[config.mk]
export PLATFORM = sky130hd
export DESIGN_NAME = bitmap_find_first_engine
export DESIGN_NICKNAME = d
export VERILOG_FILES = /design/src/rtl/bff_pkg.sv /design/src/rtl/bff_mem.sv /design/src/rtl/bff_word.sv /design/src/rtl/bitmap_find_first_engine.sv
export SDC_FILE = /design/constraint.sdc
export NUM_CORES = 2
export LEC_CHECK = 0
export BUFFER_PORTS_ARGS = -buffer_cell sky130_fd_sc_hd__buf_2
export CAP_MARGIN = 20
export CORE_ASPECT_RATIO = 1.1
export CORE_MARGIN = 2
export CORE_UTILIZATION = 35
export DETAILED_ROUTE_END_ITERATION = 10
export PLACE_DENSITY = 0.48
export SLEW_MARGIN = 20
export SYNTH_ARGS = -nofsm -noshare
export SYNTH_HDL_FRONTEND = slang
export SYNTH_HIERARCHICAL = 1
export SYNTH_SLANG_ARGS = --single-unit
[constraint.sdc]
create_clock -name i_clk -period 7.25 [get_ports i_clk]
set_clock_uncertainty 0.1 [all_clocks]
set_input_delay 0 -clock i_clk [delete_from_list [all_inputs] [get_ports i_clk]]
set_output_delay 0 -clock i_clk [all_outputs]
set_load 0.01 [all_outputs]
[src/rtl/bff_pkg.sv]
package bff_pkg;

    // internal bit index width, wide enough for position plus count
    localparam int IW = 13;
    // field widths
    localparam int OPW  = 3;
    localparam int POSW = 11;
    localparam int CNTW = 12;

    // operation codes
    localparam logic [OPW-1:0] OP_SET_BIT   = 3'd0;
    localparam logic [OPW-1:0] OP_CLR_BIT   = 3'd1;
    localparam logic [OPW-1:0] OP_SET_RANGE = 3'd2;
    localparam logic [OPW-1:0] OP_CLR_RANGE = 3'd3;
    localparam logic [OPW-1:0] OP_FIND_CLR  = 3'd4;
    localparam logic [OPW-1:0] OP_FIND_SET  = 3'd5;
    localparam logic [OPW-1:0] OP_RESIZE    = 3'd6;

    // sequencer states
    typedef enum logic [4:0] {
        S_IDLE = 5'b00001,
        S_DIV  = 5'b00010,
        S_BASE = 5'b00100,
        S_WALK = 5'b01000,
        S_DONE = 5'b10000
    } t_state;

    // per-word control for the update and search unit
    typedef struct packed {
        logic [IW-1:0] base;   // bit index of bit 0 of the current word
        logic [IW-1:0] lo;     // first bit of the written or searched span
        logic [IW-1:0] hi;     // end of the span, exclusive
        logic [IW-1:0] grow;   // first bit of the newly exposed region, ends at hi
        logic          value;  // value written into the span
        logic          want;   // bit value a search looks for
    } t_word_ctl;

endpackage

[src/rtl/bff_mem.sv]
module bff_mem
    import bff_pkg::*;
#(
    parameter int WORD_BITS  = 32,
    parameter int WORD_COUNT = 64,
    parameter int AW         = 6
) (
    input  logic                 i_clk,
    input  logic                 i_rd_en,
    input  logic [AW-1:0]        i_rd_addr,
    output logic [WORD_BITS-1:0] o_rd_data,
    input  logic                 i_wr_en,
    input  logic [AW-1:0]        i_wr_addr,
    input  logic [WORD_BITS-1:0] i_wr_data
);

    logic [WORD_BITS-1:0] r_mem [WORD_COUNT];
    logic [WORD_BITS-1:0] r_rd_data;

    // one write and one registered read per cycle
    always_ff @(posedge i_clk) begin
        if (i_wr_en) begin
            r_mem[i_wr_addr] <= i_wr_data;
        end
        if (i_rd_en) begin
            r_rd_data <= r_mem[i_rd_addr];
        end
    end

    assign o_rd_data = r_rd_data;

endmodule

[src/rtl/bff_word.sv]
module bff_word
    import bff_pkg::*;
#(
    parameter int WORD_BITS = 32,
    parameter int SW        = 5
) (
    input  t_word_ctl            i_ctl,
    input  logic [WORD_BITS-1:0] i_rd_data,
    output logic [WORD_BITS-1:0] o_wr_data,
    output logic                 o_hit,
    output logic [SW-1:0]        o_hit_bit
);

    // bits of the current word whose index is at or above x
    function automatic logic [WORD_BITS-1:0] ge_mask(input logic [IW-1:0] base,
                                                     input logic [IW-1:0] x);
        logic [IW-1:0]        d;
        logic [WORD_BITS-1:0] m;
        d = x - base;
        if (x <= base) begin
            m = {WORD_BITS{1'b1}};
        end else if (d >= IW'(WORD_BITS)) begin
            m = '0;
        end else begin
            m = {WORD_BITS{1'b1}} << d[SW-1:0];
        end
        return m;
    endfunction

    logic [WORD_BITS-1:0] w_span;
    logic [WORD_BITS-1:0] w_grow;
    logic [WORD_BITS-1:0] w_cand;

    // span and newly exposed region inside this word
    assign w_span = ge_mask(i_ctl.base, i_ctl.lo) & ~ge_mask(i_ctl.base, i_ctl.hi);
    assign w_grow = ge_mask(i_ctl.base, i_ctl.grow) & ~ge_mask(i_ctl.base, i_ctl.hi);

    // write back: span takes the value, exposed bits clear, others keep
    assign o_wr_data = (i_rd_data & ~(w_span | w_grow)) |
                       (i_ctl.value ? w_span : '0);

    // search candidates inside the span
    assign w_cand = w_span & (i_ctl.want ? i_rd_data : ~i_rd_data);
    assign o_hit  = |w_cand;

    // lowest candidate bit
    always_comb begin
        o_hit_bit = '0;
        for (int b = WORD_BITS - 1; b >= 0; b--) begin
            if (w_cand[b]) begin
                o_hit_bit = SW'(b);
            end
        end
    end

endmodule

[src/rtl/bitmap_find_first_engine.sv]
// Bitmap with a logical length, kept in a word-wide memory with one read and one write port.
// Input channel: i_valid / o_stall carry one operation word (opcode, position,
// count). Output channel: o_valid / i_stall carry one result word (found,
// bit index, overflow flag, length after the operation) per operation.
// Operations that need no memory access (overflow, empty range, clear range
// starting past the length, search at or past the length, shrink, undefined
// opcode) go from S_IDLE straight to S_DONE. Operations that touch memory
// pass S_DIV (start word index), S_BASE (word address and first read), then
// S_WALK, one read-modify-write per word walked (a search only reads), and
// S_DONE to hand over the result. The walk covers 1 up to WORD_COUNT words,
// set by the word-at-a-time walk through the memory port: a range or a grow
// walks every word it covers, a search stops at the first word holding a hit.
// The block takes one operation at a time: o_stall is high from acceptance
// until the result is placed in the output register. A result waiting in the
// output register does not block acceptance of the next operation; a second
// result waits internally while i_stall holds the first.
// Reset clears the length to zero and empties the output register. There is
// no memory clearing pass: bits beyond the length are never searched, and every
// growth of the length zeros the newly exposed bits as part of its walk.
module bitmap_find_first_engine
    import bff_pkg::*;
#(
    parameter int WORD_BITS  = 32,
    parameter int WORD_COUNT = 64
) (
    input  logic            i_clk,
    input  logic            i_rst_n,
    input  logic            i_valid,
    output logic            o_stall,
    input  logic [OPW-1:0]  i_opcode,
    input  logic [POSW-1:0] i_position,
    input  logic [CNTW-1:0] i_count,
    output logic            o_valid,
    input  logic            i_stall,
    output logic            o_found,
    output logic [POSW-1:0] o_bit_index,
    output logic            o_overflow,
    output logic [CNTW-1:0] o_current_length
);

    localparam int AW = (WORD_COUNT > 1) ? $clog2(WORD_COUNT) : 1;
    localparam int SW = (WORD_BITS > 1) ? $clog2(WORD_BITS) : 1;
    localparam logic [31:0] CAP = 32'(WORD_BITS * WORD_COUNT);
    // reciprocal for the start word index, exact for indexes below 2^IW
    localparam int SH     = 24;
    localparam int RECIP  = ((1 << SH) + WORD_BITS - 1) / WORD_BITS;
    localparam int PRODW  = 40;

    t_state            r_state, n_state;
    logic [IW-1:0]     r_len, n_len;
    logic [IW-1:0]     r_start, n_start;
    logic [IW-1:0]     r_q, n_q;
    logic [AW-1:0]     r_addr, n_addr;
    logic [IW-1:0]     r_base, n_base;
    logic [IW-1:0]     r_lo, n_lo;
    logic [IW-1:0]     r_hi, n_hi;
    logic [IW-1:0]     r_grow, n_grow;
    logic              r_value, n_value;
    logic              r_want, n_want;
    logic              r_search, n_search;
    logic              r_ovf, n_ovf;
    logic              r_found, n_found;
    logic [IW-1:0]     r_idx, n_idx;
    logic              r_out_valid, n_out_valid;
    logic              r_out_found, n_out_found;
    logic [POSW-1:0]   r_out_idx, n_out_idx;
    logic              r_out_ovf, n_out_ovf;
    logic [CNTW-1:0]   r_out_len, n_out_len;

    // decoded operation
    logic              d_walk;
    logic              d_search;
    logic              d_ovf;
    logic [IW-1:0]     d_lo;
    logic [IW-1:0]     d_hi;
    logic [IW-1:0]     d_grow;
    logic [IW-1:0]     d_start;
    logic [IW-1:0]     d_len;
    logic              d_value;
    logic              d_want;
    logic [IW-1:0]     pos_x;
    logic [IW-1:0]     cnt_x;
    logic [IW-1:0]     end_bit;
    logic [IW-1:0]     end_rng;

    // memory and word unit wiring
    t_word_ctl            w_ctl;
    logic                 mem_rd_en;
    logic [AW-1:0]        mem_rd_addr;
    logic [WORD_BITS-1:0] mem_rd_data;
    logic                 mem_wr_en;
    logic [WORD_BITS-1:0] mem_wr_data;
    logic                 w_hit;
    logic [SW-1:0]        w_hit_bit;
    logic [PRODW-1:0]     div_prod;
    logic                 walk_last;

    assign pos_x   = IW'(i_position);
    assign cnt_x   = IW'(i_count);
    assign end_bit = pos_x + IW'(1);
    assign end_rng = pos_x + cnt_x;

    // operation decode against the current length
    always_comb begin
        d_walk   = 1'b0;
        d_search = 1'b0;
        d_ovf    = 1'b0;
        d_lo     = pos_x;
        d_hi     = end_rng;
        d_grow   = end_rng;
        d_start  = pos_x;
        d_len    = r_len;
        d_value  = 1'b0;
        d_want   = 1'b0;
        case (i_opcode)
            OP_SET_BIT, OP_CLR_BIT: begin
                if (32'(end_bit) > CAP) begin
                    d_ovf = 1'b1;
                end else begin
                    d_walk  = 1'b1;
                    d_value = (i_opcode == OP_SET_BIT);
                    d_hi    = end_bit;
                    d_grow  = (end_bit > r_len) ? r_len : end_bit;
                    d_len   = (end_bit > r_len) ? end_bit : r_len;
                    d_start = (end_bit > r_len && r_len < pos_x) ? r_len : pos_x;
                end
            end
            OP_SET_RANGE, OP_CLR_RANGE: begin
                if (i_count == '0) begin
                    d_walk = 1'b0;
                end else if (32'(end_rng) > CAP) begin
                    d_ovf = 1'b1;
                end else if (i_opcode == OP_CLR_RANGE && pos_x > r_len) begin
                    d_walk = 1'b0;
                end else begin
                    d_walk  = 1'b1;
                    d_value = (i_opcode == OP_SET_RANGE);
                    d_grow  = (end_rng > r_len) ? r_len : end_rng;
                    d_len   = (end_rng > r_len) ? end_rng : r_len;
                    d_start = (end_rng > r_len && r_len < pos_x) ? r_len : pos_x;
                end
            end
            OP_FIND_CLR, OP_FIND_SET: begin
                if (pos_x < r_len) begin
                    d_walk   = 1'b1;
                    d_search = 1'b1;
                    d_hi     = r_len;
                    d_want   = (i_opcode == OP_FIND_SET);
                end
            end
            OP_RESIZE: begin
                if (32'(cnt_x) > CAP) begin
                    d_ovf = 1'b1;
                end else if (cnt_x > r_len) begin
                    // grow: zero the newly exposed bits
                    d_walk  = 1'b1;
                    d_lo    = r_len;
                    d_hi    = cnt_x;
                    d_grow  = r_len;
                    d_start = r_len;
                    d_len   = cnt_x;
                end else begin
                    d_len = cnt_x;
                end
            end
            default: begin
                d_walk = 1'b0;
            end
        endcase
    end

    // start word index by reciprocal multiply
    assign div_prod = PRODW'(r_start) * PRODW'(RECIP);

    // current word is the last one of the span
    assign walk_last = ({1'b0, r_base} + (IW + 1)'(WORD_BITS)) >= {1'b0, r_hi};

    // sequencer
    always_comb begin
        n_state     = r_state;
        n_len       = r_len;
        n_start     = r_start;
        n_q         = r_q;
        n_addr      = r_addr;
        n_base      = r_base;
        n_lo        = r_lo;
        n_hi        = r_hi;
        n_grow      = r_grow;
        n_value     = r_value;
        n_want      = r_want;
        n_search    = r_search;
        n_ovf       = r_ovf;
        n_found     = r_found;
        n_idx       = r_idx;
        n_out_valid = r_out_valid;
        n_out_found = r_out_found;
        n_out_idx   = r_out_idx;
        n_out_ovf   = r_out_ovf;
        n_out_len   = r_out_len;

        // output word taken
        if (r_out_valid && !i_stall) begin
            n_out_valid = 1'b0;
        end

        case (r_state)
            S_IDLE: begin
                if (i_valid) begin
                    n_len    = d_len;
                    n_start  = d_start;
                    n_lo     = d_lo;
                    n_hi     = d_hi;
                    n_grow   = d_grow;
                    n_value  = d_value;
                    n_want   = d_want;
                    n_search = d_search;
                    n_ovf    = d_ovf;
                    n_found  = 1'b0;
                    n_idx    = '0;
                    n_state  = d_walk ? S_DIV : S_DONE;
                end
            end
            S_DIV: begin
                n_q     = div_prod[SH+IW-1:SH];
                n_state = S_BASE;
            end
            S_BASE: begin
                n_addr  = AW'(r_q);
                n_base  = IW'(32'(r_q) * 32'(WORD_BITS));
                n_state = S_WALK;
            end
            S_WALK: begin
                if (r_search && w_hit) begin
                    n_found = 1'b1;
                    n_idx   = r_base + IW'(w_hit_bit);
                    n_state = S_DONE;
                end else if (walk_last) begin
                    n_state = S_DONE;
                end else begin
                    n_addr = r_addr + AW'(1);
                    n_base = r_base + IW'(WORD_BITS);
                end
            end
            S_DONE: begin
                if (!r_out_valid || !i_stall) begin
                    n_out_valid = 1'b1;
                    n_out_found = r_found;
                    n_out_idx   = r_idx[POSW-1:0];
                    n_out_ovf   = r_ovf;
                    n_out_len   = r_len[CNTW-1:0];
                    n_state     = S_IDLE;
                end
            end
            default: begin
                n_state = S_IDLE;
            end
        endcase
    end

    always_ff @(posedge i_clk) begin
        if (!i_rst_n) begin
            r_state     <= S_IDLE;
            r_len       <= '0;
            r_out_valid <= 1'b0;
        end else begin
            r_state     <= n_state;
            r_len       <= n_len;
            r_out_valid <= n_out_valid;
        end
        r_start     <= n_start;
        r_q         <= n_q;
        r_addr      <= n_addr;
        r_base      <= n_base;
        r_lo        <= n_lo;
        r_hi        <= n_hi;
        r_grow      <= n_grow;
        r_value     <= n_value;
        r_want      <= n_want;
        r_search    <= n_search;
        r_ovf       <= n_ovf;
        r_found     <= n_found;
        r_idx       <= n_idx;
        r_out_found <= n_out_found;
        r_out_idx   <= n_out_idx;
        r_out_ovf   <= n_out_ovf;
        r_out_len   <= n_out_len;
    end

    // memory port control: next word is read while the current one is written (no write during a search)
    assign mem_rd_en   = (r_state == S_BASE) || (r_state == S_WALK);
    assign mem_rd_addr = (r_state == S_BASE) ? AW'(r_q) : r_addr + AW'(1);
    assign mem_wr_en   = (r_state == S_WALK) && !r_search;

    assign w_ctl.base  = r_base;
    assign w_ctl.lo    = r_lo;
    assign w_ctl.hi    = r_hi;
    assign w_ctl.grow  = r_grow;
    assign w_ctl.value = r_value;
    assign w_ctl.want  = r_want;

    bff_mem #(
        .WORD_BITS  (WORD_BITS),
        .WORD_COUNT (WORD_COUNT),
        .AW         (AW)
    ) u_mem (
        .i_clk     (i_clk),
        .i_rd_en   (mem_rd_en),
        .i_rd_addr (mem_rd_addr),
        .o_rd_data (mem_rd_data),
        .i_wr_en   (mem_wr_en),
        .i_wr_addr (r_addr),
        .i_wr_data (mem_wr_data)
    );

    bff_word #(
        .WORD_BITS (WORD_BITS),
        .SW        (SW)
    ) u_word (
        .i_ctl     (w_ctl),
        .i_rd_data (mem_rd_data),
        .o_wr_data (mem_wr_data),
        .o_hit     (w_hit),
        .o_hit_bit (w_hit_bit)
    );

    assign o_stall          = (r_state != S_IDLE);
    assign o_valid          = r_out_valid;
    assign o_found          = r_out_found;
    assign o_bit_index      = r_out_idx;
    assign o_overflow       = r_out_ovf;
    assign o_current_length = r_out_len;

endmodule
### After elaboration in Yosys (flattened, before gate mapping)

Memory sizes are Yosys's and may differ from the RTL's. A register that Yosys moved wholly into a read port is not among the register bits.
Index checks and enable logic that the tools add are counted.

| storage, ports and cells | value |
|---|---|
| logic and storage cells | 225 |
| memories | 1 |
| register bits | 139 |
| bits in writable memories | 2048 |
| output and inout port bits | 27 |
| bits of input ports | 30 |

| operators by class | value |
|---|---|
| shift-type cells | 3 |
| bitwise logic cells | 9 |
| add/subtract/negate cells | 9 |
| eq/ne operators | 25 |
| mux-type cells | 114 |
| $lt $le $gt $ge | 16 |
| reductions and logical operators | 27 |

Memory list:

| memory | words | width | read ports | clocked after Yosys merged registers in | wr ports | line | RTL |
|---|---|---|---|---|---|---|---|
| u_mem.r_mem | 64 | 32 | 1 | 1 | 1 | bff_mem.sv:17 | `logic [WORD_BITS-1:0] r_mem [WORD_COUNT];` |

Operators with widths:

| operator | number |
|---|---|
| 2-to-1 mux 13 bit | 29 |
| 2-to-1 mux 32 bit | 8 |
| 2-to-1 mux 5 bit | 37 |
| case mux 13 bit (3 select lines) | 4 |
| bitwise AND 32 bit | 4 |
| inverter 32 bit | 3 |
| left shift 32 x 5 -> 32 bit, first input constant | 3 |
| OR 32 bit | 2 |
| greater-or-equal comparator 13 x 6 -> 1 bit, second input constant | 3 |
| <= comparator 13 bit | 3 |
| subtractor 13 bit | 3 |
| 2-to-1 mux 11 bit | 3 |
| OR reduction 32 bit | 1 |
| greater-than comparator 12 x 13 -> 1 bit | 2 |
| case mux 13 bit (2 select lines) | 1 |
| case mux 5 bit (5 select lines) | 1 |
| greater-than comparator 12 bit, second input constant | 2 |
| inequality test 2 bit, second input constant | 12 |
| 2-to-1 mux 1 bit | 22 |
| case mux 11 bit (2 select lines) | 1 |
| 2-to-1 mux 6 bit | 3 |
| adder 13 x 6 -> 14 bit, second input constant | 1 |
| greater-or-equal comparator 14 x 13 -> 1 bit | 1 |
| adder 11 x 12 -> 13 bit | 1 |
| 34 further kinds | 53 |

### Depth between registers and ports, before layout

| depth | value |
|---|---|
| depth after elaboration | 42 |
| mapped depth | 21 |
| gate-level depth less buffers | 19 |

### Hierarchy

Netlist, hierarchy kept.

Modules (own cells, without submodules):

| module | cells an instance | seq. area each (µm²) | area an instance (µm²) | times used |
|---|---|---|---|---|
| bff_mem | 3511 | 62459.9 | 79359.9 | 1 |
| bitmap_find_first_engine | 829 | 3683.5 | 8304.2 | 1 |
| bff_word | 820 | 0.0 | 5247.5 | 1 |

### Worst setup path after synthesis

OpenSTA, ideal clock, no wires.

| timing | value |
|---|---|
| path kind | register to register |
| start point | reg r_base[7] |
| end point | mem u_mem.r_mem[0][2], data pin |
| clock period less this slack | 6239 ps |
| setup slack | 1011 ps |
| library setup time | 720 ps |
| required time | 6430 ps |
| arrival time | 5419 ps |
| buffers on the path | 3 |
| stages on the path, launching flop included | 14 |
| cells stage by stage | edfxtp_1 > inv_1 > ha_1 > buf_2 > nand4_1 > nor3_2 > o311ai_0 > a31oi_1 > buf_2 > buf_4 > o21ai_0 > o21a_1 > and2_1 > o31ai_1 |

| on the way | value |
|---|---|
| word-level cells in the longest chain between the ends | 10 |
| elaborated cells on any way between the ends | 23 |
| those cells by class | add/sub (3); order compare (6); mux (7); bitwise (7) |

RTL lines:

| element | line | RTL |
|---|---|---|
| start: declaration | bitmap_find_first_engine.sv:54 | `logic [IW-1:0] r_base, n_base;` |
| start signal: assignment | bitmap_find_first_engine.sv:273 | `r_base <= n_base;` |
| subtractor 13 bit | bff_word.sv:19 | `d = x - base;` |
| greater-or-equal comparator 13 x 6 -> 1 bit | bff_word.sv:22 | `end else if (d >= IW'(WORD_BITS)) begin` |
| 2-to-1 mux 32 bit | bff_word.sv:22 |  |
| 2-to-1 mux 32 bit | bff_word.sv:20 | `if (x <= base) begin` |
| inverter 32 bit | bff_word.sv:35, bff_word.sv:36 |  |
| bitwise AND 32 bit (on tied branches) | bff_word.sv:35, bff_word.sv:36 |  |
| OR 32 bit | bff_word.sv:39 | `assign o_wr_data = (i_rd_data & ~(w_span \| w_grow)) \|` |
| inverter 32 bit | bff_word.sv:39 |  |
| bitwise AND 32 bit | bff_word.sv:39 |  |
| OR 32 bit * | bff_word.sv:39 |  |
| net mem_wr_data[2] | bitmap_find_first_engine.sv:92 | `logic [WORD_BITS-1:0] mem_wr_data;` |
| end: declaration | bff_mem.sv:17 |  |

Mark *: on every way through the listed nets, which the timed path passes. The rest lies on a longest branch.

### Worst setup path after layout

| timing | value |
|---|---|
| start point | reg r_base[5] |
| end point | reg r_base[9] (enable) |

| on the way | value |
|---|---|
| word-level cells in the longest chain between the ends | 11 |
| elaborated cells on any way between the ends | 20 |
| those cells by class | add/sub (3); order compare (5); eq/ne (2); mux (4); bitwise (3); reduce/logical (3) |

RTL lines:

| element | line | RTL |
|---|---|---|
| subtractor 13 bit | bff_word.sv:19 |  |
| greater-or-equal comparator 13 x 6 -> 1 bit | bff_word.sv:22 |  |
| 2-to-1 mux 32 bit | bff_word.sv:22 |  |
| 2-to-1 mux 32 bit | bff_word.sv:20 |  |
| inverter 32 bit | bff_word.sv:35 | `assign w_span = ge_mask(i_ctl.base, i_ctl.lo) & ~ge_mask(i_ctl.base, i_ctl.hi);` |
| bitwise AND 32 bit * | bff_word.sv:35 |  |
| bitwise AND 32 bit * | bff_word.sv:43 | `assign w_cand = w_span & (i_ctl.want ? i_rd_data : ~i_rd_data);` |
| OR reduction 32 bit * | bff_word.sv:44 | `assign o_hit = \|w_cand;` |
| net w_hit | bitmap_find_first_engine.sv:93 | `logic w_hit;` |
| logical AND 1 bit * | bitmap_find_first_engine.sv:233 | `if (r_search && w_hit) begin` |
| inequality test 2 bit (no line) * | -- |  |
| AND reduction 3 bit (no line) * | -- |  |

Marks and branches as above.
A chain may end at the register's enable or synchronous reset.

==> qor.csv <==
stage;metric;value;unit
drt;first_pass_iters;5;
cts;ctsRootBufferMaster;clkbuf_16;
grt;grtUsageMet3;2.89;%
min_path;hold_depth;3;
drt;route.antenna.remaining_nets;0;
power;leakage;34.0;nW
setup_path;cp_cell_sequence;inv_1 -> ha_1 -> o21a_1 -> o21a_1 -> o22ai_1 -> mux2i_1 -> nor4_2 -> and2_1 -> nand2_1 -> o221ai_1 -> a21oi_1 -> nor2_1 -> nand4_2 -> or2_1 -> a21oi_1 -> inv_1 -> a21oi_1 -> buf_4;
setup_path;end_kind;register;
setup_path;slowest_delay;660;ps
timing;hold_ws;77.3;ps
synth;synth_top_family_by_area;multiplexers;
cts;clk_latency;900;ps
timing;period_needed;6110;ps
die;core_region_area;264000;µm²
placed_design;hpwl;185;mm
synth;synth_compound_area_share;7.06;%
cts;clk_path_buf_depth;4;
die;ios;57;
synth;async_reset_ff_share;0;%
setup_path;crit_cells;18;
drt;routedWlPerCell;33.5;µm
die;die_area;270000;µm²
timing;setup_violations;0;
synth;muxShareOfSynthArea;13.2;%
grt;met1_usage;29.9;%
grt;grt_pass1_wl;424;mm
cts;numCtsBuffers;228;
grt;grt_pass1_vias;53000;
setup_path;crit_buf_inv;3;
timing;maxSlewViolCount;0;
synth;synth_flop_cell;edfxtp_1;
die;dieWidth;495;µm
synth;synth_top_area_share;70.8;%
synth;synth_cells;5160;
power;power_density;281;nW/µm²
power;irDropWorstVdd;0.000228;V
timing;tightest_slew;1180;ps
synth;ys_types;107;
finish;multiInputGateArea;25700;µm²
placed_design;portBuffers;56;
synth;synth_fa_ha_area_share;1.55;%
synth;synth_largest_area_cell;edfxtp_1;
drt;drt_wl_total;306;mm
synth;synth-simple-area-share;4.29;%
drt;via_per_inst;5.74;
grt;grt_util_met2;37.7;%
drt;route.detailed.drc;0;
die;fp-row-count;198;
timing;hold_viol_final;0;
timing;max-slew-margin-rel;20.4;%
drt;vias;52400;
setup_path;cp-start-kind;register;
setup_path;crit_type;reg2reg;
placed_design;place_congestion;0.925;
setup_path;critPathMaxFanout;14;
setup_path;crit_arrival;6570;ps
setup_path;critPathSlowestCell;nor4_2;
finish;nets;5575;
synth;syn-cell-area;92900;µm²
grt;grt_max_degree;85;
job;cap_viol_max_count;0;
cts;clkTransAtPathRegs;80;ps
run_status;status;completed;
synth;synth.avg_cell_area;18.0;µm²
synth;synth.area.top_cells;edfxtp_1 (71%), mux4_2 (11%), mux2i_1 (2.1%), ha_1 (1.5%), a22oi_1 (1.1%);
finish;layout_common_cells;edfxtp_1 (2190), mux4_2 (446), clkbuf_16 (233);
grt;overflow;0;
setup_path;path_delay_family;simple AND/OR/NAND/NOR gates;
drt;first_iter_violations;5218;
grt;grt_use_total;22.4;%
grt;top_usage_layer;met2;
setup_path;crit_top_cell;a21oi_1;
finish;drive_gt1_share;21.1;%
synth;post_synth_xor_area_fraction;0.687;%
setup_path;reg2regPathDepth;18;
synth;yosys_warnings;6;
finish;regArea;66100;µm²
timing;timing.fmax;164;MHz
synth;yosysSeqAreaShare;71.2;%
cts;htreeDepth;4;
timing;timing.final.crit_share;84.2;%
die;start_util;35.1;%
synth;synth_edf_count;2190;
grt;antenna_found_initial;16;
finish;mostFrequentLayoutCell;edfxtp_1;
min_path;hold_path.class;in2reg;
cts;cts_tree;done;
timing;setup_tns;0;ps
die;dieHeight;544;µm
finish;fillers;23800;
setup_path;critPathRequiredTime;7710;ps
synth;synth-seq-cells;2209;
timing;rsz0062_at_grt;no;
cts;cts_num_sinks;2209;
finish;area_delta_synth_final;14.2;%
cells in the mapped netlist (all sizes together), types with 19 or more instances:
cell type / count
mux2i: 193
a211oi: 52
and2: 33
buf: 142
inv: 99
nand3: 110
a21oi: 166
o31ai: 20
and3: 31
o21a: 23
nand2b: 19
a31oi: 46
nor3: 38
nor2: 252
o21ai: 139
clkbuf: 126
mux2: 20
mux4: 446
o221ai: 27
nor2b: 29
edfxtp: 2190
a22oi: 131
xor2: 28
xnor2: 44
o22ai: 52
a22o: 24
dfxtp: 19
ha: 109
nand2: 175
nand4: 26
o211ai: 38
routing by layer:
metal	part of all wire, %	vias to the layer above
met5	0.0036	-
met4	3.6	2
met3	5.8	429
met2	49	1772
met1	41	28300
li1	-	21900
cell type report:
class	instances	area share, %
clock inverters	124	0.888
flip-flops and latches	2209	62.3
multi-input cells	2594	24.2
inverters	99	0.350
well taps	3500	4.13
diodes	14	0.0330
clock buffers	289	5.69
repair buffers	300	2.34
cells by family (layout without fill, tap and decap cells):
kind of cell,Yosys count,count (layout)
compound gates,928,928
xor+xnor,72,72
fa+ha+maj,113,113
buf+inv,367,812
flops,2209,2209
mux,659,659
other cells,1,25
simple gates,811,811
worst paths after layout:
check / slack (ps) / from / to
worst max-delay path: 1140 / r_base[5] / r_base[9]
worst min-delay path: 80 / i_opcode[0] / r_want
worst max register to register: 1140 / r_base[5] / r_base[9]
worst min register to register: 310 / r_start[12] / r_q[7]
state kept, by name (all words and copies together) (netlist names), 5 cells and up:
name,count
r_base,8
r_addr,6
o_bit_index,11
r_hi,13
u_mem/r_mem,2048
u_mem/o_rd_data,32
r_q,8
r_idx,11
r_len,13
r_grow,13
r_start,8
r_lo,13
r_state,5
o_current_length,12
metrics by stage:
stage	total power, mW	utilization [%]	setup WS [ps]	cell area (µm²)	std cells
2_1_floorplan	17.1	-	1010	92900	5170
3_3_place_gp	18.7	37.3	1230	98500	8651
3_5_place_dp	18.8	37.3	1280	98600	8653
4_1_cts	30.1	40.1	1240	106000	9114
5_1_grt	30.8	40.1	842	106000	9121
6_report	29.8	40.1	1140	106000	9129
where the power goes:
| part | internal (mW) | switching [mW] |
|---|---|---|
| combinational | 0.848 | 2.72 |
| sequential | 14.9 | 0.0842 |
| clock | 6.35 | 4.90 |
repair_timing:
action,4_1_cts,5_1_grt
buffers inserted,0,0
hold buffers,48,0
gates resized for setup,0,0
hold endpoints to repair,154,0
tightest hold or removal path, delay by kind of cell:
kind	cells	cell delay [ps]
simple gates	1	180
buf+inv	2	780
Power figures use the tool's default switching activity.
